File: config.mk
export PLATFORM = sky130hd
export DESIGN_NAME = scan_code_key_translator
export DESIGN_NICKNAME = d
export VERILOG_FILES = /design/src/hw/rtl/sckt_pkg.sv /design/src/hw/rtl/scan_code_key_translator.sv /design/src/hw/rtl/sckt_front.sv /design/src/hw/rtl/sckt_queue.sv /design/src/hw/rtl/sckt_back.sv
export SDC_FILE = /design/constraint.sdc
export NUM_CORES = 1
export LEC_CHECK = 0
export CAP_MARGIN = 10
export CORE_MARGIN = 2
export CORE_UTILIZATION = 30
export DETAILED_ROUTE_END_ITERATION = 10
export DONT_BUFFER_PORTS = 1
export PLACE_DENSITY = 0.46
export SLEW_MARGIN = 5
export SYNTH_ARGS = -nofsm -noshare
export SYNTH_HDL_FRONTEND = slang
export SYNTH_SLANG_ARGS = --single-unit
File: constraint.sdc
create_clock -name clock -period 7 [get_ports clock]
set_clock_uncertainty 0.15 [all_clocks]
set_input_delay 0.35 -clock clock [delete_from_list [all_inputs] [get_ports clock]]
set_output_delay 0.35 -clock clock [all_outputs]
set_load 0.03 [all_outputs]
File: src/hw/rtl/sckt_pkg.sv
`default_nettype none

package sckt_pkg;

   // Result status codes
   localparam logic [1:0] ST_OK       = 2'd0;
   localparam logic [1:0] ST_E1       = 2'd1;
   localparam logic [1:0] ST_UNMAPPED = 2'd2;

   // Special key codes
   localparam logic [7:0] KC_NONE   = 8'd0;
   localparam logic [7:0] KC_LEFT   = 8'd128;
   localparam logic [7:0] KC_RIGHT  = 8'd129;
   localparam logic [7:0] KC_UP     = 8'd130;
   localparam logic [7:0] KC_DOWN   = 8'd131;
   localparam logic [7:0] KC_RCTRL  = 8'd132;
   localparam logic [7:0] KC_RALT   = 8'd133;
   localparam logic [7:0] KC_BKSP   = 8'd134;
   localparam logic [7:0] KC_ENTER  = 8'd135;
   localparam logic [7:0] KC_ESC    = 8'd136;
   localparam logic [7:0] KC_LSHIFT = 8'd137;
   localparam logic [7:0] KC_RSHIFT = 8'd138;
   localparam logic [7:0] KC_LCTRL  = 8'd139;
   localparam logic [7:0] KC_LALT   = 8'd140;
   localparam logic [7:0] KC_CAPS   = 8'd141;

   // Key-down map is indexed by key code; every mapped key has its own code
   localparam int KEY_COUNT = 142;

   // Queue between classifier and executer
   localparam int QUEUE_DEPTH = 4;
   localparam int QUEUE_PTR_W = $clog2(QUEUE_DEPTH);

   typedef struct packed {
      logic [15:0] scan_code;
      logic        break_flag;
      logic        extended_e0;
      logic        prefix_e1;
      logic [63:0] event_time;
   } req_type;

   typedef struct packed {
      logic [1:0]  result_status;
      logic [7:0]  key_code;
      logic [6:0]  text_char;
      logic        pressed;
      logic        is_repeat;
      logic        shift_on;
      logic        control_on;
      logic        alt_on;
      logic        caps_on;
      logic [63:0] out_time;
   } rsp_type;

   // Classified event, as queued for the back end
   typedef struct packed {
      logic [1:0]  status;
      logic [7:0]  key_code;
      logic        break_flag;
      logic [63:0] event_time;
   } event_type;

   // Set-1 make code to key code; zero when unmapped
   function automatic logic [7:0] map_code(input logic [15:0] sc, input logic ext);
      logic [7:0] kc;
      kc = KC_NONE;
      if (sc[15:8] == 8'd0) begin
         if (ext) begin
            unique case (sc[7:0])
               8'h4b:   kc = KC_LEFT;
               8'h4d:   kc = KC_RIGHT;
               8'h48:   kc = KC_UP;
               8'h50:   kc = KC_DOWN;
               8'h1d:   kc = KC_RCTRL;
               8'h38:   kc = KC_RALT;
               default: kc = KC_NONE;
            endcase
         end else begin
            unique case (sc[7:0])
               8'h0e: kc = KC_BKSP;
               8'h1c: kc = KC_ENTER;
               8'h01: kc = KC_ESC;
               8'h39: kc = 8'd32;
               8'h2a: kc = KC_LSHIFT;
               8'h36: kc = KC_RSHIFT;
               8'h1d: kc = KC_LCTRL;
               8'h38: kc = KC_LALT;
               8'h3a: kc = KC_CAPS;
               8'h1e: kc = 8'h61;
               8'h30: kc = 8'h62;
               8'h2e: kc = 8'h63;
               8'h20: kc = 8'h64;
               8'h12: kc = 8'h65;
               8'h21: kc = 8'h66;
               8'h22: kc = 8'h67;
               8'h23: kc = 8'h68;
               8'h17: kc = 8'h69;
               8'h24: kc = 8'h6a;
               8'h25: kc = 8'h6b;
               8'h26: kc = 8'h6c;
               8'h32: kc = 8'h6d;
               8'h31: kc = 8'h6e;
               8'h18: kc = 8'h6f;
               8'h19: kc = 8'h70;
               8'h10: kc = 8'h71;
               8'h13: kc = 8'h72;
               8'h1f: kc = 8'h73;
               8'h14: kc = 8'h74;
               8'h16: kc = 8'h75;
               8'h2f: kc = 8'h76;
               8'h11: kc = 8'h77;
               8'h2d: kc = 8'h78;
               8'h15: kc = 8'h79;
               8'h2c: kc = 8'h7a;
               8'h02: kc = 8'h31;
               8'h03: kc = 8'h32;
               8'h04: kc = 8'h33;
               8'h05: kc = 8'h34;
               8'h06: kc = 8'h35;
               8'h07: kc = 8'h36;
               8'h08: kc = 8'h37;
               8'h09: kc = 8'h38;
               8'h0a: kc = 8'h39;
               8'h0b: kc = 8'h30;
               8'h29: kc = 8'h60;
               8'h0c: kc = 8'h2d;
               8'h0d: kc = 8'h3d;
               8'h1a: kc = 8'h5b;
               8'h1b: kc = 8'h5d;
               8'h2b: kc = 8'h5c;
               8'h27: kc = 8'h3b;
               8'h28: kc = 8'h27;
               8'h33: kc = 8'h2c;
               8'h34: kc = 8'h2e;
               8'h35: kc = 8'h2f;
               default: kc = KC_NONE;
            endcase
         end
      end
      return kc;
   endfunction

   // Text for a pressed key under the given shift and caps state
   function automatic logic [6:0] text_of(input logic [7:0] kc, input logic sh,
                                          input logic caps);
      logic [7:0] t;
      if (kc >= 8'h61 && kc <= 8'h7a) begin
         t = (sh != caps) ? kc - 8'd32 : kc;
      end else begin
         case (kc)
            8'h60:   t = sh ? 8'h7e : kc;
            8'h31:   t = sh ? 8'h21 : kc;
            8'h32:   t = sh ? 8'h40 : kc;
            8'h33:   t = sh ? 8'h23 : kc;
            8'h34:   t = sh ? 8'h24 : kc;
            8'h35:   t = sh ? 8'h25 : kc;
            8'h36:   t = sh ? 8'h5e : kc;
            8'h37:   t = sh ? 8'h26 : kc;
            8'h38:   t = sh ? 8'h2a : kc;
            8'h39:   t = sh ? 8'h28 : kc;
            8'h30:   t = sh ? 8'h29 : kc;
            8'h2d:   t = sh ? 8'h5f : kc;
            8'h3d:   t = sh ? 8'h2b : kc;
            8'h5b:   t = sh ? 8'h7b : kc;
            8'h5d:   t = sh ? 8'h7d : kc;
            8'h5c:   t = sh ? 8'h7c : kc;
            8'h3b:   t = sh ? 8'h3a : kc;
            8'h27:   t = sh ? 8'h22 : kc;
            8'h2c:   t = sh ? 8'h3c : kc;
            8'h2e:   t = sh ? 8'h3e : kc;
            8'h2f:   t = sh ? 8'h3f : kc;
            default: t = (kc >= 8'd32 && kc < 8'd127) ? kc : 8'd0;
         endcase
      end
      return t[6:0];
   endfunction

endpackage

`default_nettype wire

File: src/hw/rtl/scan_code_key_translator.sv
// A request transfer writes a queue slot; the back end then takes the queue head into the
// result register, from which the result is on the rsp ports until it is popped.
// Throughput: one event per cycle while results are popped, via a 4-entry queue.
// Key-down map lives in flip-flops indexed by key code, so one event per cycle
// reads and updates it with no hazard.
// Reset (synchronous, active high) clears the queue, result valid flag, modifiers,
// caps latch and key-down map; req_full is high while reset is held.
`default_nettype none

module scan_code_key_translator
   import sckt_pkg::*;
(
   input  wire  logic    clock,
   input  wire  logic    reset,
   input  wire  logic    req_push,
   input  wire  req_type req_data,
   output logic          req_full,
   output logic          rsp_empty,
   input  wire  logic    rsp_pop,
   output rsp_type       rsp_data
);

   logic      q_full, q_push, q_pop, q_empty;
   event_type q_in, q_head;

   sckt_front u_front (
      .reset    (reset),
      .req_push (req_push),
      .req_data (req_data),
      .req_full (req_full),
      .q_full   (q_full),
      .q_push   (q_push),
      .q_data   (q_in)
   );

   sckt_queue u_queue (
      .clock     (clock),
      .reset     (reset),
      .push      (q_push),
      .push_data (q_in),
      .full      (q_full),
      .pop       (q_pop),
      .empty     (q_empty),
      .head      (q_head)
   );

   sckt_back u_back (
      .clock     (clock),
      .reset     (reset),
      .q_empty   (q_empty),
      .q_head    (q_head),
      .q_pop     (q_pop),
      .rsp_empty (rsp_empty),
      .rsp_pop   (rsp_pop),
      .rsp_data  (rsp_data)
   );

endmodule

`default_nettype wire

File: src/hw/rtl/sckt_front.sv
`default_nettype none

module sckt_front
   import sckt_pkg::*;
(
   input  wire  logic      reset,
   input  wire  logic      req_push,
   input  wire  req_type   req_data,
   output logic            req_full,
   input  wire  logic      q_full,
   output logic            q_push,
   output event_type       q_data
);

   logic [7:0] kc;

   // Classify: E1 first, then table lookup
   always_comb begin
      kc = map_code(req_data.scan_code, req_data.extended_e0);
      q_data.break_flag = req_data.break_flag;
      q_data.event_time = req_data.event_time;
      if (req_data.prefix_e1) begin
         q_data.status   = ST_E1;
         q_data.key_code = KC_NONE;
      end else if (kc == KC_NONE) begin
         q_data.status   = ST_UNMAPPED;
         q_data.key_code = KC_NONE;
      end else begin
         q_data.status   = ST_OK;
         q_data.key_code = kc;
      end
   end

   // Transfer into the queue; held off during reset
   assign req_full = q_full | reset;
   assign q_push   = req_push & ~req_full;

endmodule

`default_nettype wire

File: src/hw/rtl/sckt_queue.sv
`default_nettype none

module sckt_queue
   import sckt_pkg::*;
(
   input  wire  logic      clock,
   input  wire  logic      reset,
   input  wire  logic      push,
   input  wire  event_type push_data,
   output logic            full,
   input  wire  logic      pop,
   output logic            empty,
   output event_type       head
);

   event_type              slot_ff [QUEUE_DEPTH];
   logic [QUEUE_PTR_W-1:0] wr_ptr_ff, wr_ptr_in;
   logic [QUEUE_PTR_W-1:0] rd_ptr_ff, rd_ptr_in;
   logic [QUEUE_PTR_W:0]   count_ff, count_in;
   logic                   do_push, do_pop;

   assign full    = (count_ff == (QUEUE_PTR_W+1)'(QUEUE_DEPTH));
   assign empty   = (count_ff == '0);
   assign head    = slot_ff[rd_ptr_ff];
   assign do_push = push & ~full;
   assign do_pop  = pop & ~empty;

   // Pointer and occupancy update
   always_comb begin
      wr_ptr_in = do_push ? wr_ptr_ff + 1'b1 : wr_ptr_ff;
      rd_ptr_in = do_pop  ? rd_ptr_ff + 1'b1 : rd_ptr_ff;
      count_in  = count_ff;
      if (do_push && !do_pop) begin
         count_in = count_ff + 1'b1;
      end else if (!do_push && do_pop) begin
         count_in = count_ff - 1'b1;
      end
   end

   always_ff @(posedge clock) begin
      if (reset) begin
         wr_ptr_ff <= '0;
         rd_ptr_ff <= '0;
         count_ff  <= '0;
      end else begin
         wr_ptr_ff <= wr_ptr_in;
         rd_ptr_ff <= rd_ptr_in;
         count_ff  <= count_in;
      end
   end

   // Storage, no reset
   always_ff @(posedge clock) begin
      if (do_push) begin
         slot_ff[wr_ptr_ff] <= push_data;
      end
   end

endmodule

`default_nettype wire

File: src/hw/rtl/sckt_back.sv
`default_nettype none

module sckt_back
   import sckt_pkg::*;
(
   input  wire  logic      clock,
   input  wire  logic      reset,
   input  wire  logic      q_empty,
   input  wire  event_type q_head,
   output logic            q_pop,
   output logic            rsp_empty,
   input  wire  logic      rsp_pop,
   output rsp_type         rsp_data
);

   logic [KEY_COUNT-1:0] down_ff, down_in;
   logic                 shift_ff, shift_in;
   logic                 ctrl_ff, ctrl_in;
   logic                 alt_ff, alt_in;
   logic                 caps_ff, caps_in;
   logic                 out_valid_ff, out_valid_in;
   rsp_type              out_ff, out_in;
   logic                 ok, rel, rep, advance;
   logic [7:0]           kc;

   // Take the head whenever the output register is free or being drained
   assign advance = ~q_empty & (~out_valid_ff | rsp_pop);
   assign q_pop   = advance;

   // Execute one event against the key state
   always_comb begin
      kc  = q_head.key_code;
      ok  = (q_head.status == ST_OK);
      rel = q_head.break_flag;
      rep = ok & ~rel & down_ff[kc];

      down_in  = down_ff;
      shift_in = shift_ff;
      ctrl_in  = ctrl_ff;
      alt_in   = alt_ff;
      caps_in  = caps_ff;

      if (advance && ok) begin
         down_in[kc] = ~rel;
         if (kc == KC_LSHIFT || kc == KC_RSHIFT) begin
            shift_in = ~rel;
         end
         if (kc == KC_LCTRL || kc == KC_RCTRL) begin
            ctrl_in = ~rel;
         end
         if (kc == KC_LALT || kc == KC_RALT) begin
            alt_in = ~rel;
         end
         // Caps lock toggles only on a fresh press
         if (kc == KC_CAPS && !rel && !rep) begin
            caps_in = ~caps_ff;
         end
      end

      out_in.result_status = q_head.status;
      out_in.key_code      = kc;
      out_in.text_char     = (ok && !rel) ? text_of(kc, shift_in, caps_in) : 7'd0;
      out_in.pressed       = ok & ~rel;
      out_in.is_repeat     = rep;
      out_in.shift_on      = shift_in;
      out_in.control_on    = ctrl_in;
      out_in.alt_on        = alt_in;
      out_in.caps_on       = caps_in;
      out_in.out_time      = q_head.event_time;

      if (advance) begin
         out_valid_in = 1'b1;
      end else if (rsp_pop) begin
         out_valid_in = 1'b0;
      end else begin
         out_valid_in = out_valid_ff;
      end
   end

   always_ff @(posedge clock) begin
      if (reset) begin
         down_ff      <= '0;
         shift_ff     <= 1'b0;
         ctrl_ff      <= 1'b0;
         alt_ff       <= 1'b0;
         caps_ff      <= 1'b0;
         out_valid_ff <= 1'b0;
      end else begin
         down_ff      <= down_in;
         shift_ff     <= shift_in;
         ctrl_ff      <= ctrl_in;
         alt_ff       <= alt_in;
         caps_ff      <= caps_in;
         out_valid_ff <= out_valid_in;
      end
   end

   // Result register
   always_ff @(posedge clock) begin
      if (advance) begin
         out_ff <= out_in;
      end
   end

   assign rsp_empty = ~out_valid_ff;
   assign rsp_data  = out_ff;

endmodule

`default_nettype wire
### After elaboration in Yosys (flattened, before gate mapping)

Memories as Yosys holds them, arrays and structs flattened. A register that Yosys moved wholly into a read port is not among the register bits.
Cells that the tools add are included.

* add/sub/neg operators: 5
* $mul: 0
* divide/modulo/power cells: 0
* magnitude comparators: 6
* equal/unequal tests: 36
* shift-type cells: 0
* mux-type cells: 52
* bitwise operators: 14
* reduce and logical (&&, ||, !) cells: 23

Operators by type and width (count)
* 7-bit two-way mux: 24
* 7-bit one-hot mux with 21 select lines: 1
* 8-bit by 6-bit == test with 1-bit output, second input constant: 18
* 142-bit bitwise mux: 1
* 8-bit by 7-bit == test with 1-bit output, second input constant: 8
* 8-bit == test, second input constant: 7
* 8-bit one-hot mux with 6 select lines: 1
* 8-bit two-way mux: 3
* 10-bit two-way mux: 2
* 8-bit zero test: 2
* 1-bit two-way mux: 14
* 1-bit logical AND: 9
* 8-bit by 9-bit < comparator with 1-bit output, second input constant: 1
* 1-bit binary-select mux with 8-bit select: 1
* 1-bit demux with 8-bit select: 1
* 8-bit by 5-bit == test with 1-bit output, second input constant: 1
* 8-bit by 1-bit greater-or-equal comparator with 1-bit output, second input constant: 1
* 8-bit by 6-bit greater-or-equal comparator with 1-bit output, second input constant: 1
* 8-bit by 7-bit greater-or-equal comparator with 1-bit output, second input constant: 1
* 8-bit by 7-bit less-or-equal comparator with 1-bit output, second input constant: 1
* 8-bit by 7-bit < comparator with 1-bit output, second input constant: 1
* 7-bit by 6-bit subtractor with 7-bit output, second input constant: 1
* 1-bit AND: 6
* 3-bit two-way mux: 2
* 13 further kinds: 28

* flip-flop bits (word level): 241
* bits in latches: 0
* memory bits (writable): 300
* bits in read-only memories: 512
* bits of input ports: 87
* output and inout port bits: 89
* logic and storage cells: 157
* memories kept: 2

Memory list
* (name not given): depth 64, width 8, read ports 1, clocked after memory_dff 0, wr ports 0, RTL line sckt_pkg.sv:79 `unique case (sc[7:0])`
* u_queue.slot_ff: depth 4, width 75, read ports 1, clocked after memory_dff 1, wr ports 1, RTL line sckt_queue.sv:16 `event_type slot_ff [QUEUE_DEPTH];`

### Longest topological paths before layout

Gate-level depths: netlist (run 1).

* depth in word-level cells: 10
* gate-level depth with buffers: 14

### Cells and area by module

From an unflattened synthesis (run 1), not the netlist that was laid out.

* cell total of the unflattened synthesis: 1727
* area, all modules: 23466.3 um^2

By module, submodules not included
* sckt_queue: times used 1, cells each 439, area an instance 11280.8 um^2, seq. area each 9188.8 um^2
* sckt_back: times used 1, cells each 1059, area an instance 10595.2 um^2, seq. area each 5555.3 um^2
* sckt_front: times used 1, cells each 229, area an instance 1590.3 um^2, seq. area each 0.0 um^2

### Worst setup path before layout (run 1)

No wires, ideal clock.

* kind: reg-to-reg
* start: reg u_queue.count_ff[0]
* end: reg u_back.out_ff, in the netlist u_back.rsp_data[65] (data pin)
* library setup time: 262 ps
* data arrival time: 5885 ps
* setup slack: 703 ps
* stages on the path, launching flop included: 7
* period minus slack after synthesis: 6297 ps
* cells stage by stage: dfxtp_1 nor3_1 nor2_1 nand2_1 nor3_1 o21ai_1 mux2_2

* longest elaborated chain between the ends: 5

RTL lines
* from (decl): RTL line sckt_queue.sv:19 `logic [QUEUE_PTR_W:0] count_ff, count_in;`
* from (signal assigned): RTL line sckt_queue.sv:48 `count_ff <= count_in;`
* 3-bit zero test: RTL line sckt_queue.sv:23 `assign empty = (count_ff == '0);`
* 1-bit inverter: RTL line sckt_back.sv:27 `assign advance = ~q_empty & (~out_valid_ff | rsp_pop);`
* 1-bit AND: RTL line sckt_back.sv:27
* named net q_pop: RTL line scan_code_key_translator.sv:23 `logic q_full, q_push, q_pop, q_empty;`
* 1-bit logical AND: RTL line sckt_back.sv:43 `if (advance && ok) begin`
* 1-bit two-way mux: RTL line sckt_back.sv:43
* named net u_back.alt_in: RTL line sckt_back.sv:19 `logic alt_ff, alt_in;`
* to (signal assigned): RTL line sckt_back.sv:101 `out_ff <= out_in;`
* to (decl): RTL line sckt_back.sv:22 `rsp_type out_ff, out_in;`

The timed path passes the listed nets, and every way through them passes these cells.
A chain may end at the register's enable or synchronous reset.

==> results of run 1 <==
-- cell families after synthesis --
family | synth area share
fa+ha+maj | 0.0102
flops | 0.643
mux | 0.116
simple gates | 0.0710
compound gates | 0.125
xor+xnor | 0.00420
buf+inv | 0.0306
-- worst min-delay path by stage --
| stage | from | end | slack (ps) | depth (start not counted) |
|---|---|---|---|---|
| 3_5_place_dp | u_back.down_ff[108] | u_back.down_ff[108] | 300 | 2 |
| 4_1_cts | req_data[65] | u_queue.slot_ff[2][66] | 0.5 | 3 |
| 6_report | reset | flip-flop | 9 | 2 |
| 2_1_floorplan | u_back.down_ff[108] | u_back.down_ff[108] | 290 | 2 |
| 3_3_place_gp | u_back.down_ff[108] | u_back.down_ff[108] | 290 | 2 |
| 5_1_grt | req_data[72] | u_queue.slot_ff[2][70] | 50 | 3 |
-- flip-flops by register name, summed over array words and instances, names as in the netlist, named ones only --
register	cells
u_back.down_ff	142
u_queue.wr_ptr_ff	2
u_queue.slot_ff	300
u_back.ctrl_ff	1
u_back.out_valid_ff	1
u_back.alt_ff	1
u_queue.count_ff	3
u_back.rsp_data	87
u_back.shift_ff	1
u_queue.rd_ptr_ff	2
u_back.caps_ff	1
-- placed cells by master, fill, tap and decap left out, types with 27 or more instances in the layout --
| master | synthesis | layout |
|---|---|---|
| a21oi_1 | 153 | 153 |
| nor2_1 | 89 | 87 |
| edfxtp_1 | 387 | 387 |
| a311oi_1 | 107 | 107 |
| dfxtp_1 | 156 | 154 |
| o21ai_0 | 45 | 45 |
| nand2_1 | 77 | 77 |
| mux4_2 | 78 | 77 |
| dlygate4sd3_1 | 0 | 77 |
| a211oi_1 | 27 | 27 |
| buf_4 | 4 | 27 |
| clkbuf_16 | 0 | 61 |
| nor3_1 | 36 | 34 |
| mux2i_1 | 72 | 71 |
-- area by class of cell --
class                   instances  area share
diodes                          2    0.000188
well taps                     978      0.0459
multi-input cells             943       0.283
inverters                      20     0.00281
flip-flops and latches        543       0.553
repair buffers                106      0.0379
clock inverters                41      0.0178
clock buffers                  75      0.0596
-- through the flow --
step	instance area [um2]	total power (W)	setup WS (ps)
6_report	26700	0.0103	2310
5_1_grt	26700	0.0107	1940
4_1_cts	26700	0.0104	2310
3_5_place_dp	23800	0.00705	2330
3_3_place_gp	23800	0.00705	2430
2_1_floorplan	22900	0.00632	703
-- metal layers --
metal / wire [um] / global-route usage
met1: 26000 / 0.201
met2: 29000 / 0.245
met3: 4180 / 0.0388
met4: 1350 / 0.0415
met5: 36 / 0
-- worst reg2reg max path, cell delays in order, from the launching register on --
cell	delay [ps]
dfxtp_4	940
mux4_2	910
nor2b_1	410
and3_1	1020
a31oi_1	240
o31ai_1	140
nor3_2	130
o41ai_1	390
a21oi_1	110
-- report_power, final --
group	total (W)	switching, W	internal, W
clock	0.00325	0.00133	0.00192
sequential	0.00482	0.000832	0.00399
combinational	0.00221	0.00149	0.000719
==> impl_metrics.env, run 1 <==
export IMPL_worst_hold_path_type="primary input to flip-flop"
export IMPL_cp_cell_sequence="mux4_2, nor2b_1, and3_1, a31oi_1, o31ai_1, nor3_2, o41ai_1, a21oi_1"
export IMPL_crit_family="simple AND/OR/NAND/NOR gates"
export IMPL_dr_pass1_iters=5
export IMPL_p_per_area_nw_per_um2=385
export IMPL_crit_buf_inv=0
export IMPL_relSlewSlack=0.198
export IMPL_ant_nets=0
export IMPL_yosysUniqueCellTypes=78
export IMPL_ioPinCount=176
export IMPL_synth_area_top_cells="edfxtp_1 (51%), dfxtp_1 (14%), mux4_2 (7.7%), a311oi_1 (4.1%), a21oi_1 (3.3%)"
export IMPL_placed_cells_incl_taps=2510
export IMPL_cp_data_required_time_ps=7250
export IMPL_ys_seq_area_frac=0.643
export IMPL_stdcell_count=2708
export IMPL_synth_top_area_frac=0.507
export IMPL_max_freq_mhz=213
export IMPL_critPathMaxFanout=39
export IMPL_fin_hold_ws_ps=8.60
export IMPL_syn_num_nets=1755
export IMPL_htreeDepth=2
export IMPL_numCtsBuffers=61
export IMPL_die_area_um2=78600
export IMPL_endpoint="u_back.rsp_data[70]"
export IMPL_clk_pin_slew_ps=60
export IMPL_hold_viol=0
export IMPL_yosys_warnings=0
export IMPL_routed_wl_mm=60.6
export IMPL_syn_inst=1650
export IMPL_drtIter0Drc=1222
export IMPL_async_flop_share=0
export IMPL_cts_buffer_depth=3
export IMPL_route_vias_total=14400
export IMPL_slew_violations=0
export IMPL_critPathArrivalTime_ps=4940
export IMPL_irDropWorstVdd_mv=0.312
export IMPL_clk_latency_ps=650
export IMPL_grt_pass1_vias=14100
export IMPL_reg2reg_depth=8
export IMPL_setup_viol=0
export IMPL_initial_core_util=0.302
export IMPL_nets=1780
export IMPL_cap_violations=0
export IMPL_cpPeakStageDelay_ps=1020
export IMPL_ys_top_cells_by_count="edfxtp_1 (387), dfxtp_1 (156), a21oi_1 (153)"
export IMPL_drive_gt1_frac=0.148
export IMPL_rows=101
export IMPL_fp_dieW_um=280
export IMPL_period_needed_ps=4690
export IMPL_grt_overflow=0
export IMPL_post_cts_setup_buffer_count=0
export IMPL_antenna_found_initial=5
export IMPL_core_area_um2=75800
export IMPL_drc=0
export IMPL_grt_pass1_wl_mm=90.7
export IMPL_ff_latch_area_um2=14800
export IMPL_place_congestion=0.851
export IMPL_fin_util=0.352
export IMPL_viasPerCell=5.32
export IMPL_rr_endpoint="u_back.rsp_data[70]"
export IMPL_portBuffers=0
export IMPL_clock_sinks=543
export IMPL_grt_setup_unrepaired="false"
export IMPL_finalSetupTns_ps=0
export IMPL_max_slew_worst_pin_slew_ps=1200
export IMPL_ys_ff_latch=543
export IMPL_leakage_nw=8.36
export IMPL_num_fill_cells=7317
export IMPL_worst_setup_path_type="flip-flop to flip-flop"
export IMPL_syn_to_final_growth_pct=16.5
export IMPL_rrSetupSlack_ps=2310
export IMPL_syn_avg_cell_area_um2=13.9
export IMPL_cts_tree="yes"
export IMPL_synth_cell_area_um2=22900
export IMPL_critPathSlowestCell="and3_1"
export IMPL_dp_hpwl_mm=35.5
export IMPL_root_buffer="clkbuf_16"
export IMPL_wire_per_inst_um=22.4
export IMPL_grt_util_all_layers=0.151
export IMPL_cp_depth=8
export IMPL_critPathCaptureType="flip-flop"
export IMPL_multiInputGateArea_um2=7550
export IMPL_synth_most_common_cell="edfxtp_1"
export IMPL_status="completed"
export IMPL_synth_top_cell_by_area="edfxtp_1"
export IMPL_post_cts_resized=0
export IMPL_fp_dieH_um=280
export IMPL_synthFlopType="edfxtp_1"
export IMPL_synth_edf_count=387
export IMPL_period_share=0.670
export IMPL_cts_hold_buf=78
export IMPL_grt_max_degree=156
export IMPL_start_kind="flip-flop"
Power figures use the tool's default switching activity.
==> run 2, diff against run 1 <==
- ABC_AREA: not set -> 1
- PLACE_DENSITY: 0.46 -> 0.47
- clock period: 7 -> 4.05 ns (I/O delays scaled with it)
==> run 2 against run 1 <==
  * Critical path depth grew 6
  * Non-clock buffer count increased by 38
  * Power up 98%
  * Global-route usage increased by 2.6 points
  * Synthesized cell count is 50% higher
  * Die area up 3.4%
  * Synthesized area is 3.5% higher
  * Setup slack got worse by 2000 ps
  * Hold slack improved by 22 ps
  * Routed wire length rose by 23%
  * Register-to-register slack worse by 2000 ps
  * Largest cell class unchanged
==> impl_metrics.env, run 2 <==
export IMPL_num_fill_cells=8059
export IMPL_drtIter0Drc=1427
export IMPL_critPathMaxFanout=50
export IMPL_routed_wl_mm=74.3
export IMPL_layout_common_cells="nand2_1 (514), edfxtp_1 (387), o21ai_0 (311)"
export IMPL_layout_commonest_cell="nand2_1"
export IMPL_clk_latency_ps=640
export IMPL_cts_buffer_depth=3
export IMPL_synth_top_area_frac=0.490
export IMPL_period_share=0.913
export IMPL_cp_cell_sequence="inv_4, buf_4, nand2_1, nand3_1, nand2_1, nand2_2, nor2_2, inv_2, nor2_1, buf_4, inv_1, nor2_1, nand2_1, nand3_1"
export IMPL_synth_edf_count=387
export IMPL_irDropWorstVdd_mv=0.453
export IMPL_initial_core_util=0.302
export IMPL_dr_pass1_iters=7
export IMPL_portBuffers=0
export IMPL_ant_nets=0
export IMPL_critPathSlowestCell="buf_4"
export IMPL_worst_setup_path_type="flip-flop to flip-flop"
export IMPL_endpoint="u_back.rsp_data[66]"
export IMPL_cp_data_required_time_ps=4160
export IMPL_clk_pin_slew_ps=60
export IMPL_max_freq_mhz=271
export IMPL_rows=103
export IMPL_fp_dieW_um=285
export IMPL_yosysUniqueCellTypes=57
export IMPL_syn_inst=2473
export IMPL_crit_buf_inv=5
export IMPL_route_vias_total=18200
export IMPL_cap_violations=0
export IMPL_multiInputGateArea_um2=7560
export IMPL_syn_to_final_growth_pct=16.8
export IMPL_root_buffer="clkbuf_16"
export IMPL_status="completed"
export IMPL_syn_avg_cell_area_um2=9.59
export IMPL_ioPinCount=176
export IMPL_cts_hold_buf=79
export IMPL_place_congestion=0.917
export IMPL_cp_depth=14
export IMPL_synthFlopType="edfxtp_1"
export IMPL_slew_violations=0
export IMPL_antenna_found_initial=3
export IMPL_post_cts_setup_buffer_count=0
export IMPL_setup_viol=0
export IMPL_clock_sinks=543
export IMPL_reg2reg_depth=14
export IMPL_max_slew_worst_pin_slew_ps=974
export IMPL_grt_overflow=0
export IMPL_synth_cell_area_um2=23700
export IMPL_finalSetupTns_ps=0
export IMPL_cts_tree="yes"
export IMPL_wire_per_inst_um=20.5
export IMPL_viasPerCell=5.00
export IMPL_drive_gt1_frac=0.0898
export IMPL_rr_endpoint="u_back.rsp_data[66]"
export IMPL_syn_num_nets=2578
export IMPL_ys_top_cells_by_count="nand2_1 (514), edfxtp_1 (387), o21ai_0 (311)"
export IMPL_leakage_nw=10.1
export IMPL_hold_viol=0
export IMPL_grt_setup_unrepaired="false"
export IMPL_synth_top_cell_by_area="edfxtp_1"
export IMPL_numCtsBuffers=57
export IMPL_largest_reg_flops=300
export IMPL_regMostFlops="u_queue.slot_ff"
export IMPL_nets=2650
export IMPL_grt_max_degree=89
export IMPL_post_cts_resized=0
export IMPL_async_flop_share=0
export IMPL_ys_seq_area_frac=0.622
export IMPL_drc=0
export IMPL_cpPeakStageDelay_ps=490
export IMPL_ff_latch_area_um2=14700
export IMPL_ys_ff_latch=543
export IMPL_p_per_area_nw_per_um2=735
export IMPL_core_area_um2=78600
export IMPL_synth_area_top_cells="edfxtp_1 (49%), dfxtp_1 (13%), nand2_1 (8.1%), o21ai_0 (6.6%), nor2_1 (4.2%)"
export IMPL_die_area_um2=81300
export IMPL_cpMostUsedCell="nand2_1"
export IMPL_grt_pass1_wl_mm=111
export IMPL_synth_most_common_cell="nand2_1"
export IMPL_grt_util_all_layers=0.177
export IMPL_relSlewSlack=0.350
export IMPL_fin_util=0.352
export IMPL_htreeDepth=2
export IMPL_yosys_warnings=0
export IMPL_rrSetupSlack_ps=350
export IMPL_critPathArrivalTime_ps=3810
export IMPL_grt_pass1_vias=17700
export IMPL_critPathCaptureType="flip-flop"
export IMPL_start_kind="flip-flop"
export IMPL_period_needed_ps=3700
export IMPL_dp_hpwl_mm=45.9
export IMPL_crit_family="buffers and inverters"
export IMPL_fp_dieH_um=285
export IMPL_worst_hold_path_type="primary input to flip-flop"
## run 2: layout make-up
class	count	area share
clock buffers	77	0.0560
multi-input cells	1562	0.273
well taps	1050	0.0474
clock inverters	21	0.00975
diodes	1	0.0000903
inverters	237	0.0329
repair buffers	144	0.0489
flip-flops and latches	543	0.532
## run 2: metal layers
layer  GRT usage  share of wire  vias to the layer above
met2       0.292           0.47                      556
li1            -              -                     8633
met4      0.0520          0.024                        4
met1       0.228           0.43                     8870
met3      0.0474          0.074                      125
met5           0        0.00042                        -
## run 2: power by group
part           switching, W  total, W  internal (W)
logic               0.00512   0.00684       0.00173
clock network       0.00222   0.00515       0.00294
registers           0.00142   0.00838       0.00697
total               0.00875    0.0204        0.0116
## run 2: logic make-up (layout without fill, tap and decap cells)
group | after synthesis | count (layout) | synth area share
AO/OA/AOI/OAI | 594 | 594 | 0.139
XOR/XNOR | 1 | 1 | 0.000369
adder cells (fa/ha/maj) | 18 | 18 | 0.00981
buffers and inverters | 368 | 479 | 0.0620
flip-flops | 543 | 543 | 0.622
other | 0 | 1 | 0
AND/OR/NAND/NOR | 949 | 949 | 0.167
## run 2: worst register-to-register path, stage by stage, from the launching register on
cell	delay [ps]
dfxtp_4	430
inv_4	230
buf_4	490
nand2_1	130
nand3_1	110
nand2_1	80
nand2_2	130
nor2_2	70
inv_2	350
nor2_1	170
buf_4	200
inv_1	320
nor2_1	110
nand2_1	100
nand3_1	270
## run 2: how the worst min path moves through the flow
| stage | start | end | slack [ps] | cells after the start |
|---|---|---|---|---|
| floorplan | reset | u_back.down_ff[52] | 120 | 1 |
| global placement | reset | u_back.down_ff[141] | 140 | 1 |
| detailed placement | reset | u_back.caps_ff | 140 | 1 |
| CTS | req_data[77] | u_queue.slot_ff[1][70] | 8 | 5 |
| global route | req_data[77] | u_queue.slot_ff[1][70] | 70 | 5 |
| finish | req_data[77] | u_queue.slot_ff[1][70] | 30 | 5 |
## run 2: metrics by stage
stage / instances / instance area, um2 / setup slack, ps / total power (W) / hold slack (ps)
3_5_place_dp: 3457 / 25100 / 418 / 0.0152 / 142
6_report: 3635 / 27700 / 353 / 0.0204 / 30.8
2_1_floorplan: 2473 / 23700 / -537 / 0.0127 / 122
3_3_place_gp: 3457 / 25100 / 426 / 0.0152 / 138
5_1_grt: 3635 / 27700 / 137 / 0.0215 / 67.1
4_1_cts: 3634 / 27700 / 387 / 0.0206 / 8.34
